## config.mk

```make
export PLATFORM = sky130hd
export DESIGN_NAME = rstmc_ctrl
export DESIGN_NICKNAME = d
export VERILOG_FILES = /design/src/hdl/rstmc_pkg.sv /design/src/hdl/rstmc_ctrl.sv
export SDC_FILE = /design/constraint.sdc
export NUM_CORES = 1
export LEC_CHECK = 0
export BUFFER_PORTS_ARGS = -buffer_cell sky130_fd_sc_hd__buf_2
export CORE_AREA = 2 2 39 41
export CTS_BUF_LIST = sky130_fd_sc_hd__clkbuf_4 sky130_fd_sc_hd__clkbuf_8
export CTS_CLUSTER_SIZE = 30
export DETAILED_ROUTE_END_ITERATION = 10
export DIE_AREA = 0 0 41 43
export SYNTH_ARGS = -nofsm -noshare
export SYNTH_HDL_FRONTEND = slang
export SYNTH_SLANG_ARGS = --single-unit
```

## constraint.sdc

```tcl
create_clock -name clk -period 3.05 [get_ports clk]
set_clock_uncertainty 0.2 [all_clocks]
set_input_delay 0.1525 -clock clk [delete_from_list [all_inputs] [get_ports clk]]
set_output_delay 0.1525 -clock clk [all_outputs]
set_load 0.01 [all_outputs]
```

## src/hdl/rstmc_pkg.sv

```systemverilog
// ----------------------------------------------------------------------------
// rstmc_pkg
// shared types and constants of the random spanning tree maze carver
// ----------------------------------------------------------------------------
`default_nettype none

package rstmc_pkg;

    localparam int MAX_NODE_ROWS = 16;
    localparam int MAX_NODE_COLS = 16;
    localparam int NODE_CAP      = MAX_NODE_ROWS * MAX_NODE_COLS;
    localparam int EDGE_CAP      = 2 * NODE_CAP;
    localparam int NODE_W        = $clog2(NODE_CAP);
    localparam int EDGE_W        = $clog2(EDGE_CAP);
    localparam int ECNT_W        = $clog2(EDGE_CAP + 1);
    localparam int JCNT_W        = $clog2(NODE_CAP + 1);
    localparam int RDIM_W        = $clog2(MAX_NODE_ROWS + 1);
    localparam int CDIM_W        = $clog2(MAX_NODE_COLS + 1);
    localparam int RND_W         = 31;
    localparam int COORD_W       = 5;

    localparam logic OP_START = 1'b0;
    localparam logic OP_STEP  = 1'b1;

    localparam logic CFG_ROWS = 1'b0;
    localparam logic CFG_COLS = 1'b1;

    typedef enum logic [3:0] {
        ST_IDLE,
        ST_BUILD,
        ST_INIT,
        ST_MOD,
        ST_READ,
        ST_SHIFT,
        ST_FIND_A,
        ST_FIND_B,
        ST_JOIN,
        ST_OUT
    } state_t;

    // commands from controller to datapath
    typedef struct packed {
        logic start_latch;
        logic build;
        logic init;
        logic mod_load;
        logic mod_step;
        logic read_pick;
        logic shift;
        logic find_a_load;
        logic find_b_load;
        logic find_step;
        logic join_set;
        logic res_start;
        logic res_error;
    } cmd_t;

    // status from datapath to controller
    typedef struct packed {
        logic build_done;
        logic init_done;
        logic mod_done;
        logic shift_done;
        logic find_done;
        logic coord_done;
        logic runnable;
    } sts_t;

    function automatic logic [RDIM_W-1:0] nodes_rows(input logic [4:0] cells);
        logic [4:0] c;
        logic [5:0] n;
        c = (cells == 5'd0) ? 5'd1 : cells;
        if (!c[0]) c = c - 5'd1;
        n = {2'b00, c[4:1]} + 6'd1;
        if (n > 6'(MAX_NODE_ROWS)) n = 6'(MAX_NODE_ROWS);
        return RDIM_W'(n);
    endfunction

    function automatic logic [CDIM_W-1:0] nodes_cols(input logic [4:0] cells);
        logic [4:0] c;
        logic [5:0] n;
        c = (cells == 5'd0) ? 5'd1 : cells;
        if (!c[0]) c = c - 5'd1;
        n = {2'b00, c[4:1]} + 6'd1;
        if (n > 6'(MAX_NODE_COLS)) n = 6'(MAX_NODE_COLS);
        return CDIM_W'(n);
    endfunction

endpackage

`default_nettype wire

```

## src/hdl/rstmc_ctrl.sv

```systemverilog
// ----------------------------------------------------------------------------
// rstmc_ctrl
// sequencer for start and step items of the maze carver
// ----------------------------------------------------------------------------
`default_nettype none

module rstmc_ctrl
    import rstmc_pkg::*;
(
    input  wire logic clk,
    input  wire logic rst_n,
    input  wire logic in_fire,
    input  wire logic in_op,
    input  wire logic out_fire,
    input  wire sts_t sts,
    output cmd_t      cmd,
    output logic      busy,
    output logic      out_valid
);

    state_t state_reg, state_next;

    always_ff @(posedge clk or negedge rst_n)
    begin
        if (!rst_n)
        begin
            state_reg <= ST_IDLE;
        end
        else
        begin
            state_reg <= state_next;
        end
    end

    always_comb
    begin
        state_next = state_reg;
        cmd        = '0;
        busy       = 1'b1;
        out_valid  = 1'b0;
        unique case (state_reg)
            ST_IDLE:
            begin
                busy = 1'b0;
                if (in_fire)
                begin
                    if (in_op == OP_START)
                    begin
                        cmd.start_latch = 1'b1;
                        state_next = ST_BUILD;
                    end
                    else if (sts.runnable)
                    begin
                        cmd.mod_load = 1'b1;
                        state_next = ST_MOD;
                    end
                    else
                    begin
                        cmd.res_error = 1'b1;
                        state_next = ST_OUT;
                    end
                end
            end
            ST_BUILD:
            begin
                cmd.build = 1'b1;
                if (sts.build_done) state_next = ST_INIT;
            end
            ST_INIT:
            begin
                cmd.init = 1'b1;
                if (sts.init_done)
                begin
                    cmd.res_start = 1'b1;
                    state_next = ST_OUT;
                end
            end
            ST_MOD:
            begin
                cmd.mod_step = 1'b1;
                if (sts.mod_done) state_next = ST_READ;
            end
            ST_READ:
            begin
                cmd.read_pick = 1'b1;
                state_next = ST_SHIFT;
            end
            ST_SHIFT:
            begin
                cmd.shift = 1'b1;
                if (sts.shift_done)
                begin
                    cmd.find_a_load = 1'b1;
                    state_next = ST_FIND_A;
                end
            end
            ST_FIND_A:
            begin
                cmd.find_step = 1'b1;
                if (sts.find_done)
                begin
                    cmd.find_b_load = 1'b1;
                    state_next = ST_FIND_B;
                end
            end
            ST_FIND_B:
            begin
                cmd.find_step = 1'b1;
                if (sts.find_done && sts.coord_done) state_next = ST_JOIN;
            end
            ST_JOIN:
            begin
                cmd.join_set = 1'b1;
                state_next = ST_OUT;
            end
            ST_OUT:
            begin
                out_valid = 1'b1;
                if (out_fire) state_next = ST_IDLE;
            end
            default:
            begin
                state_next = ST_IDLE;
            end
        endcase
    end

`ifndef ASSERT_OFF
    a_no_accept_busy: assert property (@(posedge clk) disable iff (!rst_n)
        in_fire |-> state_reg == ST_IDLE)
        else $error("item accepted while busy");
    a_out_only_in_out: assert property (@(posedge clk) disable iff (!rst_n)
        out_valid |-> !busy || state_reg == ST_OUT)
        else $error("result shown outside output state");
    a_out_hold: assert property (@(posedge clk) disable iff (!rst_n)
        (state_reg == ST_OUT && !out_fire) |=> state_reg == ST_OUT)
        else $error("result dropped");
`endif

endmodule

`default_nettype wire

```

==> results of run 1 <==
worst reg2reg max path, cell delays in order (launching register included):
cell and delay (ns):
dfrtp_1 0.62, or4b_1 0.51, a2bb2oi_1 0.16, o2111ai_2 0.15
o21bai_1 0.17, o21ai_1 0.07
Yosys cell counts (all sizes together):
cell	instances	area [µm²]
nor3	5	25.0
nand3	1	5.00
buf	4	21.3
a2bb2oi	2	17.5
and3	2	12.5
mux2i	1	10.0
a21oi	2	10.0
o21bai	1	7.51
inv	6	22.5
a31oi	1	6.26
o32a	1	10.0
o41ai	1	8.76
nor2b	1	6.26
and3b	1	8.76
nor3b	3	22.5
o2111ai	1	15.0
and2	2	12.5
nor2	8	30.0
nor4	1	6.26
or4b	1	10.0
or2b	1	7.51
dfrtp	4	100
a211o	1	8.76
nand2b	1	6.26
nand2	6	22.5
o21ai	6	30.0
placed cells by master, fill, tap and decap left out:
cell type / count
a31oi_1: 1
clkbuf_4: 3
dlygate4sd3_1: 1
o41ai_1: 1
or2b_1: 1
nor4_1: 1
o21ai_0: 4
o21ai_1: 2
nor3b_1: 3
and2_1: 2
nor2b_1: 1
and3b_1: 1
o21bai_1: 1
nor2_1: 8
and3_1: 2
mux2i_1: 1
a21oi_1: 2
o2111ai_2: 1
nor3_1: 5
nand2b_1: 1
or4b_1: 1
a211o_1: 1
dfrtp_1: 4
a2bb2oi_1: 2
inv_1: 6
buf_2: 26
nand2_1: 6
o32a_1: 1
nand3_1: 1
per-layer routing:
metal / wire length, µm / vias to the layer above / part of all wire
li1: - / 282 / -
met1: 571 / 250 / 0.46
met2: 569 / 19 / 0.46
met3: 92 / 2 / 0.074
met4: 14 / 0 / 0.011
met5: 0 / - / 0
layout make-up:
| class | instances | area, µm² |
|---|---|---|
| Inverter | 6 | 22.5 |
| Fill cell | 156 | 779 |
| Clock buffer | 3 | 22.5 |
| Multi-Input combinational cell | 50 | 299 |
| Tap cell | 16 | 20.0 |
| Timing Repair Buffer | 27 | 140 |
| Sequential cell | 4 | 100 |
final timing paths:
kind,slack [ns],cells after the start,from,endpoint
min in group clk,0.16,3,in_op,state_reg[1]$_DFFE_PN0P_
max in group asynchronous,2.46,2,rst_n,state_reg[1]$_DFFE_PN0P_
worst max-delay path,1.03,4,state_reg[0]$_DFFE_PN0P_,cmd[9]
worst max register to register,1.03,5,state_reg[0]$_DFFE_PN0P_,state_reg[0]$_DFFE_PN0P_
worst min-delay path,0.07,2,rst_n,state_reg[2]$_DFFE_PN0P_
worst min register to register,0.51,1,state_reg[3]$_DFFE_PN0P_,state_reg[1]$_DFFE_PN0P_
cells by family (layout without fill, tap and decap cells):
kind of cell    Yosys count  in the layout  synth area share
compound gates           16             16             0.257
buf+inv                  10             36            0.0989
simple gates             33             33             0.395
flops                     4              4             0.226
mux                       1              1            0.0226
what timing repair did:
item | 4_1_cts | 5_1_grt
hold buffers | 1 | 0
hold endpoints to repair | 4 | 0
endpoints found under the setup margin | 0 | 0
power groups by stage:
stage	Combinational, mW	Sequential (mW)	Clock [mW]
after floorplan	0.295	0.100	0
after global placement	0.322	0.157	0
after detailed placement	0.327	0.159	0
after CTS	0.328	0.158	0.0673
after global routing	0.372	0.168	0.0746
final	0.325	0.163	0.0647
==> run metrics, run 1 <==
PostCTS Resize Cnt=0; # rows=14; layout cells sized above 1=0.333; max incr delay on CP=0.54 ns; grt peak-use layer=met2; RSZ-0062 raised after global routing=no; Iteration-0 DRC Markers=6; Placed Cells=102; crit end category=output pin; net switching power figure=0.281 mW; drt total wl=1250 µm; met1 Track Usage GR=0.169; Setup WS post-layout=1.03 ns; CP arrival=roughly 1.7 ns; CP Max Fanout=16; post-synthesis register bit count=4; Post-Syn Nets=76; TritonCTS clock tree=done; worst slew pin tran=0.470 ns; Clock Power Share=0.117; post-route cell area=604 µm²; power density cells=slightly above 900 mW/mm²; wire length per cell=11.8 µm; Leak=about 0.32 nW; global-route usage over all layers=0.151; switching share of power=0.508; cell area after placement=roughly 570 µm²; pre-CTS WS=1.07 ns; CTS Sinks=4; nets@finish=about 100; Synth Area per Inst=between 6 and 7 µm²; flip-flop count of the largest register after layout=4; die height=roughly 43 µm; CTS Buf Count=3; clk_lat worst skew=0.23 ns; Max VDD drop=0.469 mV; DR pass1 iterations=4; H-tree levels=1; CP required=2.70 ns; met2 usage in global routing=0.241; vias in the first global route=approximately 470; Tot Pwr=0.553 mW; DR vias/cell=5.22; Layout Utilization=0.437; Syn. warnings=0; minimum clock period=2.02 ns; total I/O pin count=27; status=complete, no violations; initial antenna violation count=0; Die X=~41 µm; setup_tns=0 ns; pin count of the biggest net entering global routing=17; met3 Use GR=0.0628; dpl hpwl=929 µm; CP Launch Type=flop; Min Hold Slack=between 0.06 and 0.07 ns; final setup fails=0; Tightest Hold Check Type=input port to asynchronous set/reset pin; mapped cell area=443 µm²; ANT nets after route=0; register area share after synthesis=0.226; fin crit share=0.663; first-pass GRT wire length=approximately 1800 µm; Starting Density=0.320; slowest CP cell=dfrtp_1; total number of vias=about 550; CP Cell Sequence=nor4_1, nand3_1, nor2_1, buf_2; postcts setup bufs=0; Layout Cells excl Fill=roughly 110; Max-cap violations=0; grt ovf=0; gpl congestion=0.782; Internal Power=between 0.2 and 0.3 mW; core area=0.00138 mm²; sequential power share=0.295; DRC Markers=0; Syn Inst Count=64; Setup CP Type=flop to output pin; Ant. Diodes=0; Slew HR=0.686; Die ar.=between 0.0015 and 0.002 mm²; synth unique cells=29; final hold violation count=0; final slew viol count=0; cell family with most CP delay=simple AND/OR/NAND/NOR gates; Clock Pin Slew Worst Setup and Hold Paths=about 0.040 ns; CTS root buffer=clkbuf_4; Peak Freq=494 MHz; critical path buffer and inverter count=1; Area growth syn-to-layout=36.4%; port bufs=26; clk buf depth=2; part of the power in combinational logic=0.588
(Power assumes the default switching activity.)
==> run 2: changes to the inputs <==
Clock period 3.05 ns to 1.9 ns, I/O delays scaled along.
==> run 2 against run 1 <==
Against the previous run:
- critical path depth grew 2
- core utilization grew 9.2 points
- die area is the same
- hold slack gained 0.035 ns
- power grew 100%
- sequential power grew 18%
- first-iteration DRC count grew 83%
- non-clock buffer count grew 12
- clock-buffer cell count is the same
- combinational power grew 150%
- sequential cell count is the same
- largest power group unchanged
- highest routed layer is now met3
==> run metrics, run 2 (synthesis gave the netlist of run 1 again) <==
Max VDD drop=0.621 mV; wire length per cell=between 10 and 15 µm; status=complete, no violations; DR pass1 iterations=4; Peak Freq=~540 MHz; # rows=14; Die X=41 µm; CTS root buffer=clkbuf_4; Starting Density=0.320; Setup WS post-layout=around 0.059 ns; DR vias/cell=between 5 and 6; DRC Markers=0; Ant. Diodes=0; CP required=between 1.5 and 2 ns; clk buf depth=2; die height=43 µm; flip-flop count of the largest register after layout=4; Area growth syn-to-layout=65.3%; Die ar.=0.00176 mm²; CP arrival=between 1.5 and 2 ns; final hold violation count=0; final setup fails=0; Leak=0.389 nW; highest-count cells in the layout ignoring fill and taps=buf_2, buf_4, nor2_1, inv_1, nand2_1; power density cells=1520 mW/mm²; grt ovf=0; CTS Sinks=4; fin crit share=0.969; total number of vias=a little over 600; clk_lat worst skew=roughly 0.24 ns; first-pass GRT wire length=2010 µm; pre-CTS WS=roughly 0.095 ns; minimum clock period=roughly 1.8 ns; layout cells sized above 1=0.441; H-tree levels=1; critical path buffer and inverter count=1; CP Max Fanout=7; switching share of power=0.459; Tightest Hold Check Type=input port to flop; initial antenna violation count=0; core area=around 0.0014 mm²; gpl congestion=between 0.7 and 0.8; CP Launch Type=flop; Slew HR=0.770; vias in the first global route=about 530; cell family with most CP delay=compound AO/OA/AOI/OAI gates; part of the power in combinational logic=0.731; nets@finish=around 120; pin count of the biggest net entering global routing=10; Clock Pin Slew Worst Setup and Hold Paths=about 0.04 ns; slowest CP cell=dfrtp_2; ANT nets after route=0; CP Cell Sequence=buf_6, or2b_1, a2bb2oi_1, o2111ai_2, o21bai_1, o21ai_1; setup_tns=0 ns; sequential power share=0.174; port bufs=26; net switching power figure=0.510 mW; fillers=130; drt total wl=between 1000 and 1500 µm; max incr delay on CP=roughly 0.43 ns; Clock Power Share=0.096; dpl hpwl=974 µm; final slew viol count=0; Iteration-0 DRC Markers=11; worst slew pin tran=around 0.34 ns; crit end category=flop; Internal Power=between 0.6 and 0.7 mW; global-route usage over all layers=0.162; Max-cap violations=0; CTS Buf Count=3; TritonCTS clock tree=done; Setup CP Type=flop to flop; commonest non-fill, non-tap cell in the layout=buf_2; total I/O pin count=27
[run 2: cell types whose count changed in the layout (fill, tap and decap cells not counted), moves of 2 or more]
cell	delta
o21ai_0	-2
dlygate4sd3_1	+2
o21ai_1	+2
dfrtp_1	-2
buf_4	+9
dfrtp_2	+2
[run 2: worst paths after layout]
check | from | to | slack [ns] | depth (start not counted)
worst max-delay path | state_reg[1]$_DFFE_PN0P_ | state_reg[0]$_DFFE_PN0P_ | 0.06 | 6
worst min-delay path | in_op | state_reg[1]$_DFFE_PN0P_ | 0.10 | 3
worst max register to register | state_reg[1]$_DFFE_PN0P_ | state_reg[0]$_DFFE_PN0P_ | 0.06 | 6
worst min register to register | state_reg[3]$_DFFE_PN0P_ | state_reg[2]$_DFFE_PN0P_ | 0.36 | 1
max in group asynchronous | rst_n | state_reg[0]$_DFFE_PN0P_ | 0.28 | 4
min in group asynchronous | rst_n | state_reg[3]$_DFFE_PN0P_ | 0.52 | 3
[run 2: layout make-up]
cell class | instances | area (µm²) | share of cell area
timing repair buffer | 39 | 239 | 0.326
sequential | 4 | 103 | 0.140
multi-input combinational | 50 | 325 | 0.444
tap | 16 | 20.0 | 0.0274
inverter | 6 | 22.5 | 0.0308
clock buffer | 3 | 22.5 | 0.0308
[run 2: per-stage QoR]
step	util	instances	hold WS, ns	instance area [µm²]	power [mW]
floorplan	-	64	-0.401	443	0.635
global placement	0.457	110	-0.299	632	0.889
detailed placement	0.457	110	-0.298	632	0.887
CTS	0.505	116	0.0723	699	1.03
global route	0.529	118	0.119	732	1.22
finish	0.529	118	0.101	732	1.11
[run 2: routing by layer]
layer	global-route usage	vias to the layer above	wire, µm
met5	0	-	0
met4	0.0800	0	0
met3	0.0157	0	71
met2	0.247	18	615
met1	0.217	282	585
li1	-	306	-
[run 2: what timing repair did]
action	in CTS	in global routing
buffers inserted	0	2
pin swaps	0	3
hold buffers	3	0
hold endpoints to repair	4	0
gates resized for setup	2	7
endpoints found under the setup margin	3	6
[run 2: power by group through the flow]
stage	registers (mW)	logic, mW	clock network (mW)
after floorplan	0.161	0.474	0
after global placement	0.185	0.704	0
after detailed placement	0.186	0.701	0
after CTS	0.186	0.741	0.107
after global routing	0.202	0.902	0.116
final	0.193	0.812	0.106
[run 2: worst min-delay path, delay by kind of cell]
family | cells | cell delay (ns)
compound gates | 2 | 0.30
buf+inv | 1 | 0.11
